`src/cli_pkg.sv`:
```
// Shared types, constants and helpers for the Coleman-Liau readability grader.
// Used by every module of the block; depends on nothing else.
package cli_pkg;

   // Width of the letter, mark and word-start counters (legal range 8 to 24).
   localparam int COUNT_WIDTH = 16;
   localparam logic [COUNT_WIDTH-1:0] COUNT_MAX = '1;

   // Reported count fields are 16 bits; a wider count is reported masked.
   localparam int FIELD_WIDTH = 16;
   localparam int EXT_WIDTH = (COUNT_WIDTH > FIELD_WIDTH) ? COUNT_WIDTH : FIELD_WIDTH;

   // Depth of the queue between the counting front and the grading back.
   // It must be a power of two so that the pointers wrap on their own.
   localparam int QUEUE_DEPTH = 2;
   localparam int QPTR_WIDTH = (QUEUE_DEPTH > 1) ? $clog2(QUEUE_DEPTH) : 1;
   localparam int QCNT_WIDTH = $clog2(QUEUE_DEPTH + 1);

   // Scaled products: 1176*L - (5920*S + 3060*W) equals 2*num + den of the
   // grade formula, and 200*W equals 2*den. The largest factor sum fits in
   // 14 bits, so this width never overflows.
   localparam int PROD_WIDTH = COUNT_WIDTH + 14;
   localparam int SCALE_LETTERS = 1176;
   localparam int SCALE_MARKS = 5920;
   localparam int SCALE_WORDS = 3060;
   localparam int SCALE_DEN = 200;

   // Grade limits.
   localparam int GRADE_WIDTH = 6;
   localparam int QUOT_WIDTH = 5;
   localparam logic [QUOT_WIDTH-1:0] QUOT_CAP = 5'd17;
   localparam logic signed [GRADE_WIDTH-1:0] GRADE_LOW = -6'sd1;

   // Character codes.
   localparam logic [7:0] CHAR_UPPER_A = 8'h41;
   localparam logic [7:0] CHAR_UPPER_Z = 8'h5A;
   localparam logic [7:0] CHAR_LOWER_A = 8'h61;
   localparam logic [7:0] CHAR_LOWER_Z = 8'h7A;
   localparam logic [7:0] CHAR_TAB = 8'h09;
   localparam logic [7:0] CHAR_RETURN = 8'h0D;
   localparam logic [7:0] CHAR_SPACE = 8'h20;
   localparam logic [7:0] CHAR_PERIOD = 8'h2E;
   localparam logic [7:0] CHAR_BANG = 8'h21;
   localparam logic [7:0] CHAR_QUESTION = 8'h3F;
   localparam logic [7:0] CHAR_COLON = 8'h3A;

   // One request: a text byte and its end marker.
   typedef struct packed {
      logic [7:0] text_byte;
      logic       end_of_text;
   } req_payload_type;

   // One response: the grade and the three counts.
   typedef struct packed {
      logic signed [GRADE_WIDTH-1:0] grade;
      logic [FIELD_WIDTH-1:0]        letter_count;
      logic [FIELD_WIDTH-1:0]        word_count;
      logic [FIELD_WIDTH-1:0]        sentence_count;
   } rsp_payload_type;

   // Final counts of one text, handed from the front to the back.
   typedef struct packed {
      logic [COUNT_WIDTH-1:0] letters;
      logic [COUNT_WIDTH-1:0] words;
      logic [COUNT_WIDTH-1:0] marks;
   } cli_counts_type;

   // Saturating increment of a count.
   function automatic logic [COUNT_WIDTH-1:0] sat_inc(input logic [COUNT_WIDTH-1:0] v);
      return (v == COUNT_MAX) ? v : v + 1'b1;
   endfunction

   // Low 16 bits of a count, zero extended when the count is narrower.
   function automatic logic [FIELD_WIDTH-1:0] to_field(input logic [COUNT_WIDTH-1:0] v);
      logic [EXT_WIDTH-1:0] ext;
      ext = EXT_WIDTH'(v);
      return ext[FIELD_WIDTH-1:0];
   endfunction

endpackage

```
`src/text_readability_grader.sv`:
```
// Top level of the Coleman-Liau readability grader: counting front, totals
// queue and grading back end. Depends on cli_pkg, cli_front, cli_queue, cli_back.
//
//   Channel   Direction  Handshake              Payload
//   req_      in         req_valid / req_stall  req_payload (text byte, end mark)
//   rsp_      out        rsp_valid / rsp_stall  rsp_payload (grade, three counts)
//
// The front takes one request per cycle while req_stall is low; only the last byte of a text yields a response.
// Grading a text steps the back end through scale, offset, a subtract loop (up to 17) and done.
// Two finished texts can wait in the queue, so the front keeps counting during grading.
// req_stall rises only while that queue is full. Synchronous reset clears the running counts and the queue.
module text_readability_grader import cli_pkg::*; (
   input  logic            clock,
   input  logic            reset,
   input  logic            req_valid,
   output logic            req_stall,
   input  req_payload_type req_payload,
   output logic            rsp_valid,
   input  logic            rsp_stall,
   output rsp_payload_type rsp_payload
);

   logic           q_push, q_full, q_pop, q_not_empty;
   cli_counts_type q_push_data, q_pop_data;

   // Byte counting.
   cli_front u_front (
      .clock       (clock),
      .reset       (reset),
      .req_valid   (req_valid),
      .req_stall   (req_stall),
      .req_payload (req_payload),
      .q_full      (q_full),
      .q_push      (q_push),
      .q_data      (q_push_data)
   );

   // Totals of finished texts.
   cli_queue u_queue (
      .clock     (clock),
      .reset     (reset),
      .push      (q_push),
      .push_data (q_push_data),
      .full      (q_full),
      .pop       (q_pop),
      .not_empty (q_not_empty),
      .pop_data  (q_pop_data)
   );

   // Grade computation and response.
   cli_back u_back (
      .clock       (clock),
      .reset       (reset),
      .q_not_empty (q_not_empty),
      .q_data      (q_pop_data),
      .q_pop       (q_pop),
      .rsp_valid   (rsp_valid),
      .rsp_stall   (rsp_stall),
      .rsp_payload (rsp_payload)
   );

endmodule

```
`src/cli_front.sv`:
```
// Counting front of the readability grader: classifies each text byte and
// keeps the running counts. Depends on cli_pkg.
module cli_front import cli_pkg::*; (
   input  logic            clock,
   input  logic            reset,
   input  logic            req_valid,
   output logic            req_stall,
   input  req_payload_type req_payload,
   input  logic            q_full,
   output logic            q_push,
   output cli_counts_type  q_data
);

   logic [COUNT_WIDTH-1:0] letters_ff, letters_in;
   logic [COUNT_WIDTH-1:0] starts_ff, starts_in;
   logic [COUNT_WIDTH-1:0] marks_ff, marks_in;
   logic                   prev_space_ff, prev_space_in;

   logic [COUNT_WIDTH-1:0] letters_next, starts_next, marks_next;
   logic                   is_letter, is_space, is_mark, accept;
   logic [7:0]             c;

   // Requests wait only while the queue has no room.
   assign req_stall = q_full;
   assign accept = req_valid && !req_stall;
   assign c = req_payload.text_byte;

   // Byte classification.
   always_comb begin
      is_letter = ((c >= CHAR_UPPER_A) && (c <= CHAR_UPPER_Z))
               || ((c >= CHAR_LOWER_A) && (c <= CHAR_LOWER_Z));
      is_space = (c == CHAR_SPACE) || ((c >= CHAR_TAB) && (c <= CHAR_RETURN));
      is_mark = (c == CHAR_PERIOD) || (c == CHAR_BANG)
             || (c == CHAR_QUESTION) || (c == CHAR_COLON);
   end

   // Counts including the current byte.
   always_comb begin
      letters_next = is_letter ? sat_inc(letters_ff) : letters_ff;
      starts_next = (is_letter && prev_space_ff) ? sat_inc(starts_ff) : starts_ff;
      marks_next = is_mark ? sat_inc(marks_ff) : marks_ff;
   end

   // On the last byte the totals go to the queue and the counts clear.
   always_comb begin
      q_push = accept && req_payload.end_of_text;
      q_data.letters = letters_next;
      q_data.words = sat_inc(starts_next);
      q_data.marks = marks_next;
      letters_in = letters_ff;
      starts_in = starts_ff;
      marks_in = marks_ff;
      prev_space_in = prev_space_ff;
      if (accept) begin
         if (req_payload.end_of_text) begin
            letters_in = '0;
            starts_in = '0;
            marks_in = '0;
            prev_space_in = 1'b0;
         end else begin
            letters_in = letters_next;
            starts_in = starts_next;
            marks_in = marks_next;
            prev_space_in = is_space;
         end
      end
   end

   always_ff @(posedge clock) begin
      if (reset) begin
         letters_ff <= '0;
         starts_ff <= '0;
         marks_ff <= '0;
         prev_space_ff <= 1'b0;
      end else begin
         letters_ff <= letters_in;
         starts_ff <= starts_in;
         marks_ff <= marks_in;
         prev_space_ff <= prev_space_in;
      end
   end

   // A finished text leaves the counters clear for the next one.
   a_clear_after_end: assert property (@(posedge clock) disable iff (reset)
      q_push |=> (letters_ff == '0) && (starts_ff == '0) && (marks_ff == '0)
                 && !prev_space_ff)
      else $error("counts not cleared after end of text");

endmodule

```
`src/cli_queue.sv`:
```
// Short queue of per-text count totals between the front and the back.
// Depends on cli_pkg.
module cli_queue import cli_pkg::*; (
   input  logic           clock,
   input  logic           reset,
   input  logic           push,
   input  cli_counts_type push_data,
   output logic           full,
   input  logic           pop,
   output logic           not_empty,
   output cli_counts_type pop_data
);

   cli_counts_type          store_ff [QUEUE_DEPTH];
   logic [QPTR_WIDTH-1:0]   wr_ptr_ff, wr_ptr_in;
   logic [QPTR_WIDTH-1:0]   rd_ptr_ff, rd_ptr_in;
   logic [QCNT_WIDTH-1:0]   count_ff, count_in;
   logic [QPTR_WIDTH-1:0]   ptr_gap;

   assign full = (count_ff == QCNT_WIDTH'(QUEUE_DEPTH));
   assign not_empty = (count_ff != '0);
   assign pop_data = store_ff[rd_ptr_ff];

   // Pointer distance, wrapped at the pointer width.
   assign ptr_gap = wr_ptr_ff - rd_ptr_ff;

   // Pointer and fill bookkeeping.
   always_comb begin
      wr_ptr_in = push ? wr_ptr_ff + 1'b1 : wr_ptr_ff;
      rd_ptr_in = pop ? rd_ptr_ff + 1'b1 : rd_ptr_ff;
      count_in = count_ff;
      if (push && !pop) begin
         count_in = count_ff + 1'b1;
      end else if (pop && !push) begin
         count_in = count_ff - 1'b1;
      end
   end

   always_ff @(posedge clock) begin
      if (reset) begin
         wr_ptr_ff <= '0;
         rd_ptr_ff <= '0;
         count_ff <= '0;
      end else begin
         wr_ptr_ff <= wr_ptr_in;
         rd_ptr_ff <= rd_ptr_in;
         count_ff <= count_in;
      end
   end

   // Entry storage.
   always_ff @(posedge clock) begin
      if (push) begin
         store_ff[wr_ptr_ff] <= push_data;
      end
   end

   // The fill count matches the pointer distance; empty and full are exempt, since both give a zero distance.
   a_count_matches: assert property (@(posedge clock) disable iff (reset)
      (count_ff == '0) || (count_ff == QCNT_WIDTH'(QUEUE_DEPTH))
      || (QCNT_WIDTH'(ptr_gap) == count_ff))
      else $error("queue fill count out of step with pointers");

endmodule

```
`src/cli_back.sv`:
```
// Grading back end: scales the totals of one text, divides by repeated
// subtraction and holds the response. Depends on cli_pkg.
module cli_back import cli_pkg::*; (
   input  logic            clock,
   input  logic            reset,
   input  logic            q_not_empty,
   input  cli_counts_type  q_data,
   output logic            q_pop,
   output logic            rsp_valid,
   input  logic            rsp_stall,
   output rsp_payload_type rsp_payload
);

   typedef enum logic [4:0] {
      ST_IDLE   = 5'b00001,
      ST_SCALE  = 5'b00010,
      ST_OFFSET = 5'b00100,
      ST_DIVIDE = 5'b01000,
      ST_DONE   = 5'b10000
   } back_state_type;

   back_state_type          state_ff, state_in;
   cli_counts_type          counts_ff;
   logic [PROD_WIDTH-1:0]   pos_ff, neg_ff, den_ff, rem_ff;
   logic [QUOT_WIDTH-1:0]   quot_ff, quot_in;
   logic signed [GRADE_WIDTH-1:0] grade_ff;
   logic                    step_ok;

   assign q_pop = (state_ff == ST_IDLE) && q_not_empty;
   assign step_ok = (rem_ff >= den_ff) && (quot_ff != QUOT_CAP);
   assign rsp_valid = (state_ff == ST_DONE);

   // Sequencer: take totals, scale, offset, divide, then hold the response.
   always_comb begin
      state_in = state_ff;
      quot_in = quot_ff;
      unique case (state_ff)
         ST_IDLE: begin
            if (q_not_empty) begin
               state_in = ST_SCALE;
            end
         end
         ST_SCALE: begin
            state_in = ST_OFFSET;
         end
         ST_OFFSET: begin
            quot_in = '0;
            state_in = ST_DIVIDE;
         end
         ST_DIVIDE: begin
            if (step_ok) begin
               quot_in = quot_ff + 1'b1;
            end else begin
               state_in = ST_DONE;
            end
         end
         ST_DONE: begin
            if (!rsp_stall) begin
               state_in = ST_IDLE;
            end
         end
         default: begin
            state_in = ST_IDLE;
         end
      endcase
   end

   always_ff @(posedge clock) begin
      if (reset) begin
         state_ff <= ST_IDLE;
         quot_ff <= '0;
      end else begin
         state_ff <= state_in;
         quot_ff <= quot_in;
      end
   end

   // Datapath: constant products, then one subtract per cycle.
   always_ff @(posedge clock) begin
      if (q_pop) begin
         counts_ff <= q_data;
      end
      if (state_ff == ST_SCALE) begin
         pos_ff <= PROD_WIDTH'(counts_ff.letters) * PROD_WIDTH'(SCALE_LETTERS);
         neg_ff <= PROD_WIDTH'(counts_ff.marks) * PROD_WIDTH'(SCALE_MARKS)
                 + PROD_WIDTH'(counts_ff.words) * PROD_WIDTH'(SCALE_WORDS);
         den_ff <= PROD_WIDTH'(counts_ff.words) * PROD_WIDTH'(SCALE_DEN);
      end
      // A negative rounded numerator can only give the low grade; zero works.
      if (state_ff == ST_OFFSET) begin
         rem_ff <= (pos_ff >= neg_ff) ? pos_ff - neg_ff : '0;
      end
      if ((state_ff == ST_DIVIDE) && step_ok) begin
         rem_ff <= rem_ff - den_ff;
      end
      if ((state_ff == ST_DIVIDE) && !step_ok) begin
         grade_ff <= (quot_ff == '0) ? GRADE_LOW : GRADE_WIDTH'({1'b0, quot_ff});
      end
   end

   // Response fields.
   always_comb begin
      rsp_payload.grade = grade_ff;
      rsp_payload.letter_count = to_field(counts_ff.letters);
      rsp_payload.word_count = to_field(counts_ff.words);
      rsp_payload.sentence_count = to_field(counts_ff.marks);
   end

   // The quotient never runs past the top grade.
   a_quot_capped: assert property (@(posedge clock) disable iff (reset)
      (state_ff == ST_DIVIDE) |-> (quot_ff <= QUOT_CAP))
      else $error("grade quotient exceeded its cap");

   // Totals are taken from the queue only while the back end is free.
   a_pop_when_idle: assert property (@(posedge clock) disable iff (reset)
      q_pop |=> (state_ff == ST_SCALE))
      else $error("queue popped outside the idle state");

endmodule

```
`config.mk`:
```
export PLATFORM = sky130hd
export DESIGN_NAME = text_readability_grader
export DESIGN_NICKNAME = d
export VERILOG_FILES = /design/src/cli_pkg.sv /design/src/text_readability_grader.sv /design/src/cli_front.sv /design/src/cli_queue.sv /design/src/cli_back.sv
export SDC_FILE = /design/constraint.sdc
export NUM_CORES = 1
export LEC_CHECK = 0
export BUFFER_PORTS_ARGS = -buffer_cell sky130_fd_sc_hd__buf_4
export CORE_MARGIN = 2
export CORE_UTILIZATION = 50
export DETAILED_ROUTE_END_ITERATION = 10
export MAX_ROUTING_LAYER = met4
export PLACE_DENSITY = 0.7
export SYNTH_ARGS = -nofsm -noshare
export SYNTH_HDL_FRONTEND = slang
export SYNTH_SLANG_ARGS = --single-unit
```
`constraint.sdc`:
```
create_clock -name clock -period 19.9 [get_ports clock]
set_clock_uncertainty 0.2 [all_clocks]
set_input_delay 0.995 -clock clock [delete_from_list [all_inputs] [get_ports clock]]
set_output_delay 0.995 -clock clock [all_outputs]
set_load 0.02 [all_outputs]
```
# After elaboration in Yosys (flattened, before gate mapping)
# Memories as Yosys holds them, arrays and structs flattened. A register that Yosys moved wholly into a read port is not among the register bits.
# Index checks and enable logic that the tools add are counted.
# totals
reg_bits	174
n_memories	1
output_inout_bits	56
input_bits	13
mem_bits_rw	96
# memory_table
memory	depth	word_bits	rd	rd_clocked_by_memory_dff	write_ports	line_no	source
u_queue.store_ff	2	48	1	1	1	cli_queue.sv:14	cli_counts_type store_ff [QUEUE_DEPTH];
# op_classes
n_addsub	12
eq_ne	20
reduce_logical	28
n_lt_le_gt_ge	8
muxes	25
n_mul	4
# op_table
op	n
16-bit two-way mux	10
30-bit two-way mux	3
16-bit by 1-bit adder with 16-bit output (second input constant)	4
16-bit equality test (second input constant)	4
16-bit by 8-bit multiplier with 24-bit output (second input constant)	2
8-bit by 6-bit equality test with 1-bit output (second input constant)	5
29-bit by 28-bit adder with 30-bit output	1
27-bit by 30-bit >= comparator with 1-bit output	1
30-bit by 24-bit >= comparator with 1-bit output	1
27-bit by 30-bit subtractor with 30-bit output	1
30-bit by 24-bit subtractor with 30-bit output	1
16-bit by 10-bit multiplier with 26-bit output (second input constant)	1
5-bit case mux with 5 select lines	1
16-bit by 5-bit multiplier with 21-bit output (second input constant)	1
5-bit two-way mux	4
8-bit by 7-bit >= comparator with 1-bit output (second input constant)	2
8-bit by 7-bit less-or-equal comparator with 1-bit output (second input constant)	2
1-bit logical AND	12
5-bit case mux with 2 select lines	1
8-bit by 4-bit >= comparator with 1-bit output (second input constant)	1
8-bit by 4-bit less-or-equal comparator with 1-bit output (second input constant)	1
2-bit nonzero test	4
6-bit two-way mux	1
5-bit by 1-bit adder with 5-bit output (second input constant)	1
other kinds (19)	32

# Logic depth before layout (Yosys ltp)
# depth
ltp_word	8
depth_mapped	28

# By module
# A second synthesis with hierarchy kept.
# unflattened
hier_cells	2510
hier_area_um2	25924.9
# modules_own_cells
mod	area_per_inst_um2	n_inst	cells_each
cli_back	18515.3	1	1837
cli_front	3736.1	1	502
cli_queue	3673.5	1	171

# Worst setup path after synthesis
# OpenSTA, ideal clock, no wires.
# synth_path
path_kind	reg2reg
from	register, netlist name u_back.rsp_payload[22]
to	register u_back.neg_ff[28], data pin
path_slack_ns	12.291
arrival_time_ns	7.148
setup_time_ns	0.262
t_required_ns	19.438
stages_incl_launch_ff	29
path_buffers	0
cell_sequence	edfxtp_1 > inv_1 > fa_1 > fa_1 > inv_1 > fa_1 > fa_1 > inv_1 > fa_1 > inv_1 > ha_1 > and2_1 > or4_1 > o2111a_1 > o2111ai_1 > a31oi_1 > a41oi_1 > nor2b_1 > xnor2_1 > ha_1 > nand2_1 > or2_2 > or3_1 > a211o_1 > a21boi_0 > o21ai_0 > nand2_1 > a31oi_1 > xnor2_1
# synth_via
elab_chain_len	2
# synth_rtl
element	line_no	source
16-bit by 10-bit multiplier with 26-bit output	cli_back.sv:86	+ PROD_WIDTH'(counts_ff.words) * PROD_WIDTH'(SCALE_WORDS);
29-bit by 28-bit adder with 30-bit output	cli_back.sv:86	
to (signal assigned)	cli_back.sv:85	neg_ff <= PROD_WIDTH'(counts_ff.marks) * PROD_WIDTH'(SCALE_MARKS)
to (decl)	cli_back.sv:24	logic [PROD_WIDTH-1:0] pos_ff, neg_ff, den_ff, rem_ff;
# No other way between the ends.
# A chain may end at the register's enable or synchronous reset.

# Worst setup path in the final report
# layout_path
from	register, netlist name u_back.rsp_payload[20]
to	register u_back.neg_ff[28], data pin
# layout_via
elab_chain_len	2
# layout_rtl
element	line_no
16-bit by 10-bit multiplier with 26-bit output	cli_back.sv:86
29-bit by 28-bit adder with 30-bit output	cli_back.sv:86
# No other way between the ends.

==> flow_metrics.tcl <==
set metrics [dict create \
    vias 17900 \
    setup_violations 0 \
    cts.repair.resized 0 \
    slew_headroom_pct 22.1 \
    synth_cell_type_count 78 \
    outcome "finished clean" \
    synth-seq-cells 312 \
    dp_hpwl_microns 44800 \
    synthTopCellsByCount "inv_1, ha_1, edfxtp_1" \
    synth.most_common_cell "inv_1" \
    clk_pin_slew_worst_paths_ps 60 \
    syn_nets 2965 \
    drc 0 \
    avgRoutedWirePerCell_microns 17.6 \
    endpoint_kind "flip-flop" \
    yosysTopAreaCell "edfxtp_1" \
    synth_edf_count 249 \
    synthFlopType "edfxtp_1" \
    start_util_pct 50.7 \
    drv_cap 0 \
    pin_count 69 \
    drt_pass1_iterations 5 \
    fp.dieArea_sq_um 52800 \
    hold_viol 0 \
    fin_crit_ps 8130 \
    first_iter_violations 1172 \
    root_buffer "clkbuf_16" \
    cts_tree "yes" \
    crit_top_cell "fa_1" \
    ys_seq_area_share_pct 34.3 \
    drt.antenna.violating_nets 0 \
    antennaDiodeCount 0 \
    synth_area_leaders "edfxtp_1, ha_1, fa_1, inv_1, dfxtp_1" \
    final.period_utilization_pct 40.8 \
    layout-drive-gt1-share_pct 8.80 \
    ctsLongestPathBuffers 3 \
    reg2reg_slack_ps 11770 \
    io_buffers 68 \
    rows 82 \
    worst_path_largest_cell_delay_ps 640 \
    tns_ps 0 \
    htree_num_levels 2 \
    synth_top_area_share_pct 29.4 \
    drt_wl_total_microns 57100 \
    synthCells 2467 \
    fillerInstances 4384 \
    grt_max_degree 74 \
    clk_latency_ps 560 \
    cp-start-kind "flip-flop" \
    grt_pass1_vias 18100 \
    cp.arrival_ps 8220 \
    antenna_found_initial 0 \
    crit_required_ps 20000 \
    area_growth_pct 9.71 \
    yosysWarningCount 0 \
    hold_class "reg2reg" \
    grt_pass1_wl_microns 92900 \
    cts.sinks 312 \
    async_flop_share_pct 0 \
    crit_slowest_cell "edfxtp_1" \
    core_sq_um 50300 \
    cts_buffers 37 \
    avgSynthCellArea_sq_um 10.3 \
    final_nets 3039 \
    critPathMaxFanout 10 \
    grt_remaining_overflow 0 \
    gp_congestion 0.919 \
    dieWidth_microns 230 \
    critPathKind "reg2reg" \
    postCtsSetupBuffers 0 \
    rsz0062_at_grt "no" \
    routed_via_density 5.52 \
    groute.usage.overall_pct 22.6 \
    worst_slew_pin_slew_ps 1170 \
    ctsHoldBuffers 0 \
    die_y_microns 230 \
    fmax_mhz 123 \
    slew_viol_final 0 \
    synth_area_sq_um 25500 \
]
## logic make-up (layout without fill, tap and decap cells)
kind of cell | count (synthesis) | in the layout | share of synthesized area, %
AND/OR/NAND/NOR | 538 | 538 | 10.6
adder cells (fa/ha/maj) | 485 | 485 | 28.4
AO/OA/AOI/OAI | 457 | 457 | 11.5
buffers and inverters | 439 | 540 | 6.52
flip-flops | 312 | 312 | 34.3
XOR/XNOR | 178 | 178 | 6.15
multiplexers | 58 | 58 | 2.56
## layout by cell type (no fill, tap or decap), types with 62 or more instances in the layout
cell type	instances
a21oi_1	138
buf_4	78
dfxtp_1	62
edfxtp_1	249
fa_1	154
ha_1	331
inv_1	395
nand2_1	97
nor2_1	159
o21ai_0	90
xnor2_1	111
xor2_1	66
## state kept, by name (all words and copies together) (netlist names), 6 cells and up
name and cells:
u_back.rsp_payload 48, u_back.neg_ff 26, u_back.den_ff 21, u_front.starts_ff 16
u_back.grade_ff 6, u_back.pos_ff 24, u_back.rem_ff 28, u_front.marks_ff 16
u_queue.store_ff 96, u_front.letters_ff 16
## metrics by stage
step | hold slack [ps] | worst slack [ps] | utilization [%] | cell area, sq um | cells
finish | 303 | 11770 | 55.6 | 28000 | 3240
global route | 342 | 11170 | 55.6 | 28000 | 3240
CTS | 299 | 11780 | 55.6 | 28000 | 3240
detailed placement | 293 | 11820 | 53.2 | 26700 | 3174
global placement | 288 | 11960 | 53.2 | 26700 | 3174
floorplan | 262 | 12290 | - | 25500 | 2467
## final timing paths
kind / from / end / cells after the start
hold / removal: u_back.quot_ff[1]$_SDFFE_PP0P_ / u_back.quot_ff[1]$_SDFFE_PP0P_ / 2
hold reg to reg: u_back.quot_ff[1]$_SDFFE_PP0P_ / u_back.quot_ff[1]$_SDFFE_PP0P_ / 2
setup / recovery: u_back.rsp_payload[20]$_DFFE_PP_ / u_back.neg_ff[28]$_DFFE_PP_ / 28
setup reg to reg: u_back.rsp_payload[20]$_DFFE_PP_ / u_back.neg_ff[28]$_DFFE_PP_ / 28
## critical path, delay by kind of cell (launching register included)
family                   cells  cell delay [ps]
adder cells (fa/ha/maj)      7             3260
AO/OA/AOI/OAI                8             1680
AND/OR/NAND/NOR              7             1600
flip-flops                   1              640
buffers and inverters        4              270
XOR/XNOR                     2              220
## metal layers
metal / share of wire [%] / up-vias / global-route usage [%]
met5: 0 / - / -
met4: 2.6 / 0 / 6.23
met3: 3.2 / 78 / 2.75
met2: 50 / 338 / 38.7
met1: 45 / 8713 / 28.3
li1: - / 8740 / -
## area by class of cell
| cell class | count | area, sq um | area share, % |
|---|---|---|---|
| multi-input combinational | 1716 | 15100 | 54.0 |
| sequential | 312 | 8740 | 31.3 |
| inverter | 396 | 1490 | 5.32 |
| clock buffer | 43 | 958 | 3.43 |
| tap | 672 | 841 | 3.01 |
| timing repair buffer | 78 | 586 | 2.09 |
| clock inverter | 23 | 253 | 0.904 |
Power is not shown: default switching activity piles up to over one toggle a cycle in this logic, so the estimate is an artifact.
